File: config.mk
export PLATFORM = sky130hd
export DESIGN_NAME = three_mic_arrival_timer_unit
export DESIGN_NICKNAME = d
export VERILOG_FILES = /design/src/rtl/core/tmat_pkg.sv /design/src/rtl/core/three_mic_arrival_timer_unit.sv /design/src/rtl/core/tmat_in_reg.sv /design/src/rtl/core/tmat_core.sv
export VERILOG_INCLUDE_DIRS = /design/src /design/src/rtl/core
export SDC_FILE = /design/constraint.sdc
export NUM_CORES = 1
export LEC_CHECK = 0
export ABC_AREA = 1
export BUFFER_PORTS_ARGS = -buffer_cell sky130_fd_sc_hd__buf_2
export CORE_MARGIN = 3
export CORE_UTILIZATION = 45
export CTS_CLUSTER_SIZE = 30
export DETAILED_ROUTE_END_ITERATION = 10
export GPL_TIMING_DRIVEN = 0
export MAX_ROUTING_LAYER = met4
export SLEW_MARGIN = 10
export SYNTH_ARGS = -nofsm -noshare
export SYNTH_HDL_FRONTEND = slang
export SYNTH_SLANG_ARGS = --single-unit
File: constraint.sdc
create_clock -name aclk -period 4.2 [get_ports aclk]
set_input_delay 0.21 -clock aclk [delete_from_list [all_inputs] [get_ports aclk]]
set_output_delay 0.21 -clock aclk [all_outputs]
set_load 0.005 [all_outputs]
File: src/rtl/core/three_mic_arrival_timer_unit_defines.svh
// ---------------------------------------------------------------------------
// Assertion macros for the three-microphone arrival timer
// Shared property wrappers, clocked on aclk and held off during reset.
// ---------------------------------------------------------------------------
`ifndef THREE_MIC_ARRIVAL_TIMER_UNIT_DEFINES_SVH
`define THREE_MIC_ARRIVAL_TIMER_UNIT_DEFINES_SVH

// same-cycle implication
`define TMAT_ASSERT_NOW(label, ante, cons, msg) \
    label: assert property (@(posedge aclk) disable iff (!aresetn) (ante) |-> (cons)) \
        else $error(msg);

// next-cycle implication
`define TMAT_ASSERT_NEXT(label, ante, cons, msg) \
    label: assert property (@(posedge aclk) disable iff (!aresetn) (ante) |=> (cons)) \
        else $error(msg);

`endif

File: src/rtl/core/tmat_pkg.sv
// ---------------------------------------------------------------------------
// tmat_pkg
// Types, codes and helpers shared by the arrival timer modules.
// ---------------------------------------------------------------------------
package tmat_pkg;

    localparam int MIC_N     = 3;
    localparam int CNT_W     = 32;
    localparam int ID_W      = 2;
    localparam int PHASE_W   = 2;
    localparam int S_TDATA_W = 8;
    localparam int M_TDATA_W = 72;
    localparam int M_TUSER_W = 2;

    // capture phase codes
    localparam logic [PHASE_W-1:0] PH_WAIT   = 2'd0;
    localparam logic [PHASE_W-1:0] PH_FIRST  = 2'd1;
    localparam logic [PHASE_W-1:0] PH_SECOND = 2'd2;
    localparam logic [PHASE_W-1:0] PH_DONE   = 2'd3;

    localparam logic [MIC_N-1:0] ARMED_ALL     = '1;
    localparam logic [CNT_W-1:0] COUNT_MAX     = '1;
    localparam logic [CNT_W-1:0] TIMEOUT_RESET = 32'd200000000;
    localparam logic [ID_W-1:0]  ID_NONE       = '0;

    typedef struct packed {
        logic [MIC_N-1:0] mic_edges;
        logic             rearm;
    } item_t;

    typedef struct packed {
        logic             capture_done;
        logic             timed_out;
        logic [ID_W-1:0]  first_mic_id;
        logic [ID_W-1:0]  second_mic_id;
        logic [ID_W-1:0]  third_mic_id;
        logic [CNT_W-1:0] delay_to_second;
        logic [CNT_W-1:0] delay_to_third;
    } result_t;

    // saturating tick counter step
    function automatic logic [CNT_W-1:0] sat_inc(input logic [CNT_W-1:0] c);
        return (c == COUNT_MAX) ? c : c + 1'b1;
    endfunction

endpackage

File: src/rtl/core/three_mic_arrival_timer_unit.sv
// ---------------------------------------------------------------------------
// three_mic_arrival_timer_unit
// Arrival order and inter-arrival tick counts for a three-microphone array.
// ---------------------------------------------------------------------------
// Each s_ beat is one timing tick: s_tdata[2:0] holds the edge bits of
// microphones 1..3, s_tuser the re-arm strobe. Every beat yields exactly one
// m_ beat with the capture state at the end of that tick: arrival order ids,
// the two delay counts, and the capture_done / timed_out flags in m_tuser.
// The cfg_ channel loads the timeout in ticks; write it only while idle.
// Throughput is one beat per cycle while m_tready is high: the capture state
// is updated in a single pass between the input register and the result
// register, so each accepted beat goes from the input register to the result register.
// A stalled m_ side holds the result register; the input register then
// fills and s_tready drops in the same cycle, so no beat is lost.
// s_tready follows m_tready combinationally through the two registers.
// Reset (aresetn low, synchronous) arms all microphones, clears the order
// and counters, empties both registers and restores the default timeout
// of 200000000 ticks.
// ---------------------------------------------------------------------------
`include "three_mic_arrival_timer_unit_defines.svh"

module three_mic_arrival_timer_unit (
    input  logic                           aclk,
    input  logic                           aresetn,
    input  logic                           s_tvalid,
    output logic                           s_tready,
    input  logic [tmat_pkg::S_TDATA_W-1:0] s_tdata,   // [2:0] mic_edges, rest zero
    input  logic                           s_tuser,   // [0] rearm
    output logic                           m_tvalid,
    input  logic                           m_tready,
    // [1:0] first_mic_id, [3:2] second_mic_id, [5:4] third_mic_id,
    // [37:6] delay_to_second, [69:38] delay_to_third, [71:70] zero
    output logic [tmat_pkg::M_TDATA_W-1:0] m_tdata,
    output logic [tmat_pkg::M_TUSER_W-1:0] m_tuser,   // [0] capture_done, [1] timed_out
    input  logic                           cfg_valid,
    output logic                           cfg_ready,
    input  logic [tmat_pkg::CNT_W-1:0]     cfg_data
);
    import tmat_pkg::*;

    item_t item;
    logic  item_valid;
    logic  item_take;

    tmat_in_reg u_in_reg (
        .aclk       (aclk),
        .aresetn    (aresetn),
        .s_tvalid   (s_tvalid),
        .s_tready   (s_tready),
        .s_tdata    (s_tdata),
        .s_tuser    (s_tuser),
        .item       (item),
        .item_valid (item_valid),
        .item_take  (item_take)
    );

    tmat_core u_core (
        .aclk       (aclk),
        .aresetn    (aresetn),
        .item       (item),
        .item_valid (item_valid),
        .item_take  (item_take),
        .cfg_valid  (cfg_valid),
        .cfg_ready  (cfg_ready),
        .cfg_data   (cfg_data),
        .m_tvalid   (m_tvalid),
        .m_tready   (m_tready),
        .m_tdata    (m_tdata),
        .m_tuser    (m_tuser)
    );

    `TMAT_ASSERT_NOW(a_done_xor_timeout, m_tvalid, !(m_tuser[0] && m_tuser[1]), "done and timeout together")
    `TMAT_ASSERT_NOW(a_done_has_third, m_tvalid && m_tuser[0], m_tdata[5:4] != ID_NONE, "done without third id")
    `TMAT_ASSERT_NOW(a_timeout_clears, m_tvalid && m_tuser[1], m_tdata == '0, "timeout left capture state")
    `TMAT_ASSERT_NOW(a_stall_backpressure, m_tvalid && !m_tready && item_valid, !s_tready, "input taken while full and stalled")

endmodule

File: src/rtl/core/tmat_in_reg.sv
// ---------------------------------------------------------------------------
// tmat_in_reg
// Input register stage: captures one beat and holds it until the core takes it.
// ---------------------------------------------------------------------------
module tmat_in_reg (
    input  logic                          aclk,
    input  logic                          aresetn,
    input  logic                          s_tvalid,
    output logic                          s_tready,
    input  logic [tmat_pkg::S_TDATA_W-1:0] s_tdata,   // [2:0] mic_edges, rest zero
    input  logic                          s_tuser,   // [0] rearm
    output tmat_pkg::item_t               item,
    output logic                          item_valid,
    input  logic                          item_take
);
    import tmat_pkg::*;

    logic  valid_reg;
    item_t item_reg;

    assign s_tready   = !valid_reg || item_take;
    assign item_valid = valid_reg;
    assign item       = item_reg;

    always_ff @(posedge aclk) begin
        if (!aresetn) begin
            valid_reg <= 1'b0;
        end else if (s_tready) begin
            valid_reg <= s_tvalid;
        end
    end

    always_ff @(posedge aclk) begin
        if (s_tready && s_tvalid) begin
            item_reg.mic_edges <= s_tdata[MIC_N-1:0];
            item_reg.rearm     <= s_tuser;
        end
    end

endmodule

File: src/rtl/core/tmat_core.sv
// ---------------------------------------------------------------------------
// tmat_core
// Capture state, per-tick update logic and the result register.
// ---------------------------------------------------------------------------
module tmat_core (
    input  logic                           aclk,
    input  logic                           aresetn,
    input  tmat_pkg::item_t                item,
    input  logic                           item_valid,
    output logic                           item_take,
    input  logic                           cfg_valid,
    output logic                           cfg_ready,
    input  logic [tmat_pkg::CNT_W-1:0]     cfg_data,
    output logic                           m_tvalid,
    input  logic                           m_tready,
    // [1:0] first_mic_id, [3:2] second_mic_id, [5:4] third_mic_id,
    // [37:6] delay_to_second, [69:38] delay_to_third, [71:70] zero
    output logic [tmat_pkg::M_TDATA_W-1:0] m_tdata,
    output logic [tmat_pkg::M_TUSER_W-1:0] m_tuser    // [0] capture_done, [1] timed_out
);
    import tmat_pkg::*;

    logic [CNT_W-1:0]   timeout_reg;
    logic [PHASE_W-1:0] phase_reg,  phase_next;
    logic [MIC_N-1:0]   armed_reg,  armed_next;
    logic [ID_W-1:0]    ord0_reg,   ord0_next;
    logic [ID_W-1:0]    ord1_reg,   ord1_next;
    logic [ID_W-1:0]    ord2_reg,   ord2_next;
    logic [CNT_W-1:0]   cnt2_reg,   cnt2_next;
    logic [CNT_W-1:0]   cnt3_reg,   cnt3_next;
    logic               done_next,  tout_next;
    logic               out_valid_reg;
    result_t            res_reg;

    assign cfg_ready = 1'b1;
    assign item_take = item_valid && (!out_valid_reg || m_tready);

    always_comb begin
        phase_next = phase_reg;
        armed_next = armed_reg;
        ord0_next  = ord0_reg;
        ord1_next  = ord1_reg;
        ord2_next  = ord2_reg;
        cnt2_next  = cnt2_reg;
        cnt3_next  = cnt3_reg;
        done_next  = 1'b0;
        tout_next  = 1'b0;

        if (item.rearm) begin
            phase_next = PH_WAIT;
            armed_next = ARMED_ALL;
            ord0_next  = ID_NONE;
            ord1_next  = ID_NONE;
            ord2_next  = ID_NONE;
            cnt2_next  = '0;
            cnt3_next  = '0;
        end else if (phase_reg == PH_FIRST) begin
            cnt2_next = sat_inc(cnt2_reg);
            cnt3_next = sat_inc(cnt3_reg);
        end else if (phase_reg == PH_SECOND) begin
            cnt3_next = sat_inc(cnt3_reg);
        end

        // rank simultaneous edges mic 1, then 2, then 3
        for (int m = 0; m < MIC_N; m++) begin
            if (item.mic_edges[m] && armed_next[m] && phase_next != PH_DONE) begin
                armed_next[m] = 1'b0;
                case (phase_next)
                    PH_WAIT: begin
                        cnt2_next  = '0;
                        cnt3_next  = '0;
                        ord0_next  = ID_W'(m + 1);
                        phase_next = PH_FIRST;
                    end
                    PH_FIRST: begin
                        ord1_next  = ID_W'(m + 1);
                        phase_next = PH_SECOND;
                    end
                    default: begin
                        ord2_next  = ID_W'(m + 1);
                        phase_next = PH_DONE;
                        done_next  = 1'b1;
                    end
                endcase
            end
        end

        // abandon an open capture that has run too long
        if ((phase_next == PH_FIRST || phase_next == PH_SECOND) &&
            (cnt2_next > timeout_reg || cnt3_next > timeout_reg)) begin
            phase_next = PH_WAIT;
            armed_next = ARMED_ALL;
            ord0_next  = ID_NONE;
            ord1_next  = ID_NONE;
            ord2_next  = ID_NONE;
            cnt2_next  = '0;
            cnt3_next  = '0;
            tout_next  = 1'b1;
        end
    end

    always_ff @(posedge aclk) begin
        if (!aresetn) begin
            timeout_reg   <= TIMEOUT_RESET;
            phase_reg     <= PH_WAIT;
            armed_reg     <= ARMED_ALL;
            ord0_reg      <= ID_NONE;
            ord1_reg      <= ID_NONE;
            ord2_reg      <= ID_NONE;
            cnt2_reg      <= '0;
            cnt3_reg      <= '0;
            out_valid_reg <= 1'b0;
        end else begin
            if (cfg_valid && cfg_ready) begin
                timeout_reg <= cfg_data;
            end
            if (item_take) begin
                phase_reg     <= phase_next;
                armed_reg     <= armed_next;
                ord0_reg      <= ord0_next;
                ord1_reg      <= ord1_next;
                ord2_reg      <= ord2_next;
                cnt2_reg      <= cnt2_next;
                cnt3_reg      <= cnt3_next;
                out_valid_reg <= 1'b1;
            end else if (m_tready) begin
                out_valid_reg <= 1'b0;
            end
        end
    end

    always_ff @(posedge aclk) begin
        if (item_take) begin
            res_reg.capture_done    <= done_next;
            res_reg.timed_out       <= tout_next;
            res_reg.first_mic_id    <= ord0_next;
            res_reg.second_mic_id   <= ord1_next;
            res_reg.third_mic_id    <= ord2_next;
            res_reg.delay_to_second <= cnt2_next;
            res_reg.delay_to_third  <= cnt3_next;
        end
    end

    assign m_tvalid = out_valid_reg;
    assign m_tdata  = {{(M_TDATA_W - 3*ID_W - 2*CNT_W){1'b0}},
                       res_reg.delay_to_third, res_reg.delay_to_second,
                       res_reg.third_mic_id, res_reg.second_mic_id, res_reg.first_mic_id};
    assign m_tuser  = {res_reg.timed_out, res_reg.capture_done};

endmodule
==> out/results.ini <==
[timing]
slew_headroom_pct=39.2
fin_skew_ns=0.0101
worst_hold_slack_ns=0.0129
drv_slew=0
min_period_over_period_pct=93.2
fmax_ghz=0.256
rsz0062_at_grt=no
finalSetupViolations=0
hold_viol=0
tns_ns=0
period_needed_ns=3.91
worst_pin_slew_ns=0.912

[critical_path]
crit_fanout=10
timing.rr.end=u_core.m_tdata[39]
cp_slowest_stage_delay_ns=0.40
slowest_stage=dfxtp_1
critPathMostFrequentCell=nand2_1
critPathRequiredTime_ns=4.51
r2r-start=u_core.cnt3_reg[0]
path_cells=ha_2 -> nand3_1 -> nor2_2 -> nand3_1 -> nor2_4 -> nand2_4 -> nand2_4 -> nor2_1 -> nand2_1 -> nand2_1 -> nor2_1 -> ha_1 -> nand2_1 -> o21a_1 -> nand2_1 -> a21oi_1 -> nand2_1 -> nand2_1 -> nand2_1 -> nand2_4 -> buf_12 -> buf_12 -> nand2_4 -> inv_1
cp_num_buf_inv=3
path_class=flop to flop
crit_family=simple AND/OR/NAND/NOR gates
worstSetupStartpointType=flop
r2r.worst_path.cells=24
rrSetupSlack_ns=0.29
crit_path_end_kind=flop
cp.arrival_ns=4.22

[power]
leakage_nw=5.82
power_density_nw_per_um2=341
peakVddDrop_mv=0.211

[synthesis]
synth_top_area_cell=edfxtp_1
synth_edf_count=76
synth_common_cells=nand2_1, inv_1, nor2_1
synth.most_common_cell=nand2_1
ys_top_cells_by_area=edfxtp_1, dfxtp_1, nand2_1
ys_seq_elements=185
synthFlopType=dfxtp_1
synth_cell_types=45
yosys_warnings=0
syn-instance-count=1481
ys_seq_area_share_pct=39.9
yosysTopAreaCellShare_pct=20.4
async_flop_share_pct=0
synthesis.area_um2=11200
avgSynthCellArea_um2=7.56

[worst_hold_path]
min_path_type=primary input to flop
holdPathStages=3
hp-start=cfg_data[22]
min_to=u_core.timeout_reg[22]

[die]
io-pin-count=123
die_x_um=164
core_area_um2=24400
row_count=57
die_h_um=164
die_area_um2=26800
initial_utilization_pct=45.9

[drt]
drt_iter0_drc=691
first_pass_iters=5
vias_per_cell=5.17
routed_wl_um=33800
dr_total_vias=10182
wire_per_inst_um=17.2
ant_nets=0
post-route-drc-count=0

[global_route]
gr-total-overflow=0
gr-usage-met3_pct=2.82
antenna_found_initial=1
met2_usage_pct=42.5
grt_most_used_layer=met2
grt_pass1_vias=9578
grt_first_pass_wirelength_um=52400
grtUsageMet1_pct=34.1
grt_max_degree=42
grt_usage_pct=26.1

[clock_network]
clk_pin_slew_ns=0.07
htreeDepth=4
insertion_delay_ns=0.44
clock_sinks=185
cts_made_buffers=17
cts-root-buf=clkbuf_16
clockBufferDepth=2
cts_tree=done

[layout]
final_layout_size_suffix_gt1_share_pct=15.7
layout.nets=1743
area_growth_pct=15.6
fillers=2414
largest_reg_flops=70

[placement]
gp_congestion=0.953
hpwl_um=26100
io_buffers=113

[status]
status=finished, final reports clean

[job]
maxCapViolCount=0

## per-stage QoR
stage / setup slack, ns / std cells / util [%] / instance area [µm²] / power [mW]
after floorplan: 0.713 / 1482 / - / 11200 / 2.61
after global placement: -1.15 / 1919 / 49.9 / 12200 / 2.86
after detailed placement: -0.385 / 1920 / 50.0 / 12200 / 2.87
after CTS: 0.00806 / 1964 / 52.8 / 12900 / 4.42
after global routing: 0.00919 / 1968 / 53.1 / 12900 / 4.60
final: 0.288 / 1968 / 53.1 / 12900 / 4.42
## how the worst max path moves through the flow
stage / start / to / depth (start not counted)
finish: u_core.cnt3_reg[0] / u_core.m_tdata[39] / 24
global route: u_core.cnt3_reg[0] / u_core.m_tdata[38] / 23
CTS: u_in_reg.item[0] / u_core.m_tdata[38] / 22
detailed placement: u_core.phase_reg[0] / u_core.m_tdata[39] / 20
global placement: m_tready / u_core.ord0_reg[1] / 8
floorplan: u_core.m_tvalid / u_core.m_tdata[0] / 5
## metal layers
layer | up-vias | part of all wire, %
li1 | 5169 | -
met1 | 4707 | 45
met2 | 254 | 47
met3 | 52 | 4.5
met4 | 0 | 3.2
met5 | - | 0
## area by class of cell
class / instances / area [µm²] / share of cell area, %
Timing Repair Buffer: 130 / 738 / 5.70
Clock inverter: 13 / 110 / 0.850
Tap cell: 324 / 405 / 3.13
Sequential cell: 185 / 4460 / 34.5
Antenna cell: 1 / 2.50 / 0.0193
Buffer: 59 / 347 / 2.68
Multi-Input combinational cell: 1043 / 5720 / 44.2
Clock buffer: 18 / 429 / 3.31
Inverter: 195 / 732 / 5.65
## power by group
group          internal, mW  switching (mW)
clock                 0.773           0.785
sequential             1.99          0.0801
combinational         0.274           0.516
## worst reg2reg max path, stage by stage, from the launching register on
cell     delay (ns)
dfxtp_1        0.40
ha_2           0.25
nand3_1        0.13
nor2_2         0.21
nand3_1        0.17
nor2_4         0.20
nand2_4        0.11
nand2_4        0.14
nor2_1         0.10
nand2_1        0.07
nand2_1        0.05
nor2_1         0.27
ha_1           0.30
nand2_1        0.16
o21a_1         0.15
nand2_1        0.05
a21oi_1        0.16
nand2_1        0.09
nand2_1        0.06
nand2_1        0.10
nand2_4        0.11
buf_12         0.17
buf_12         0.19
nand2_4        0.07
inv_1          0.08
## logic make-up after synthesis
| family | synth area share, % |
|---|---|
| adder cells (fa/ha/maj) | 7.38 |
| buffers and inverters | 9.52 |
| flip-flops | 39.9 |
| AO/OA/AOI/OAI | 15.0 |
| XOR/XNOR | 2.88 |
| other | 0.0671 |
| AND/OR/NAND/NOR | 25.3 |
## placed cells by master, fill, tap and decap left out, types with 5 or more instances in the layout
| cell | instances |
|---|---|
| a21oi_1 | 126 |
| a21oi_2 | 21 |
| buf_2 | 120 |
| buf_4 | 6 |
| clkbuf_1 | 38 |
| clkbuf_16 | 17 |
| dfxtp_1 | 109 |
| dlygate4sd3_1 | 13 |
| edfxtp_1 | 76 |
| ha_1 | 65 |
| inv_1 | 186 |
| inv_2 | 8 |
| nand2_1 | 303 |
| nand2_2 | 9 |
| nand2_4 | 25 |
| nand3_1 | 77 |
| nand4_1 | 20 |
| nor2_1 | 153 |
| nor2_2 | 7 |
| nor2_4 | 6 |
| nor3_1 | 19 |
| o21a_1 | 6 |
| o21ai_0 | 140 |
| o21bai_1 | 5 |
| xnor2_1 | 9 |
| xor2_1 | 26 |
## what timing repair did
action,4_1_cts,5_1_grt
setup buffers,0,3
hold buffers,13,0
hold endpoints to repair,13,0
gates resized for setup,4,11
setup endpoints to repair,146,144
pin swaps,0,1
Power figures use the tool's default switching activity.
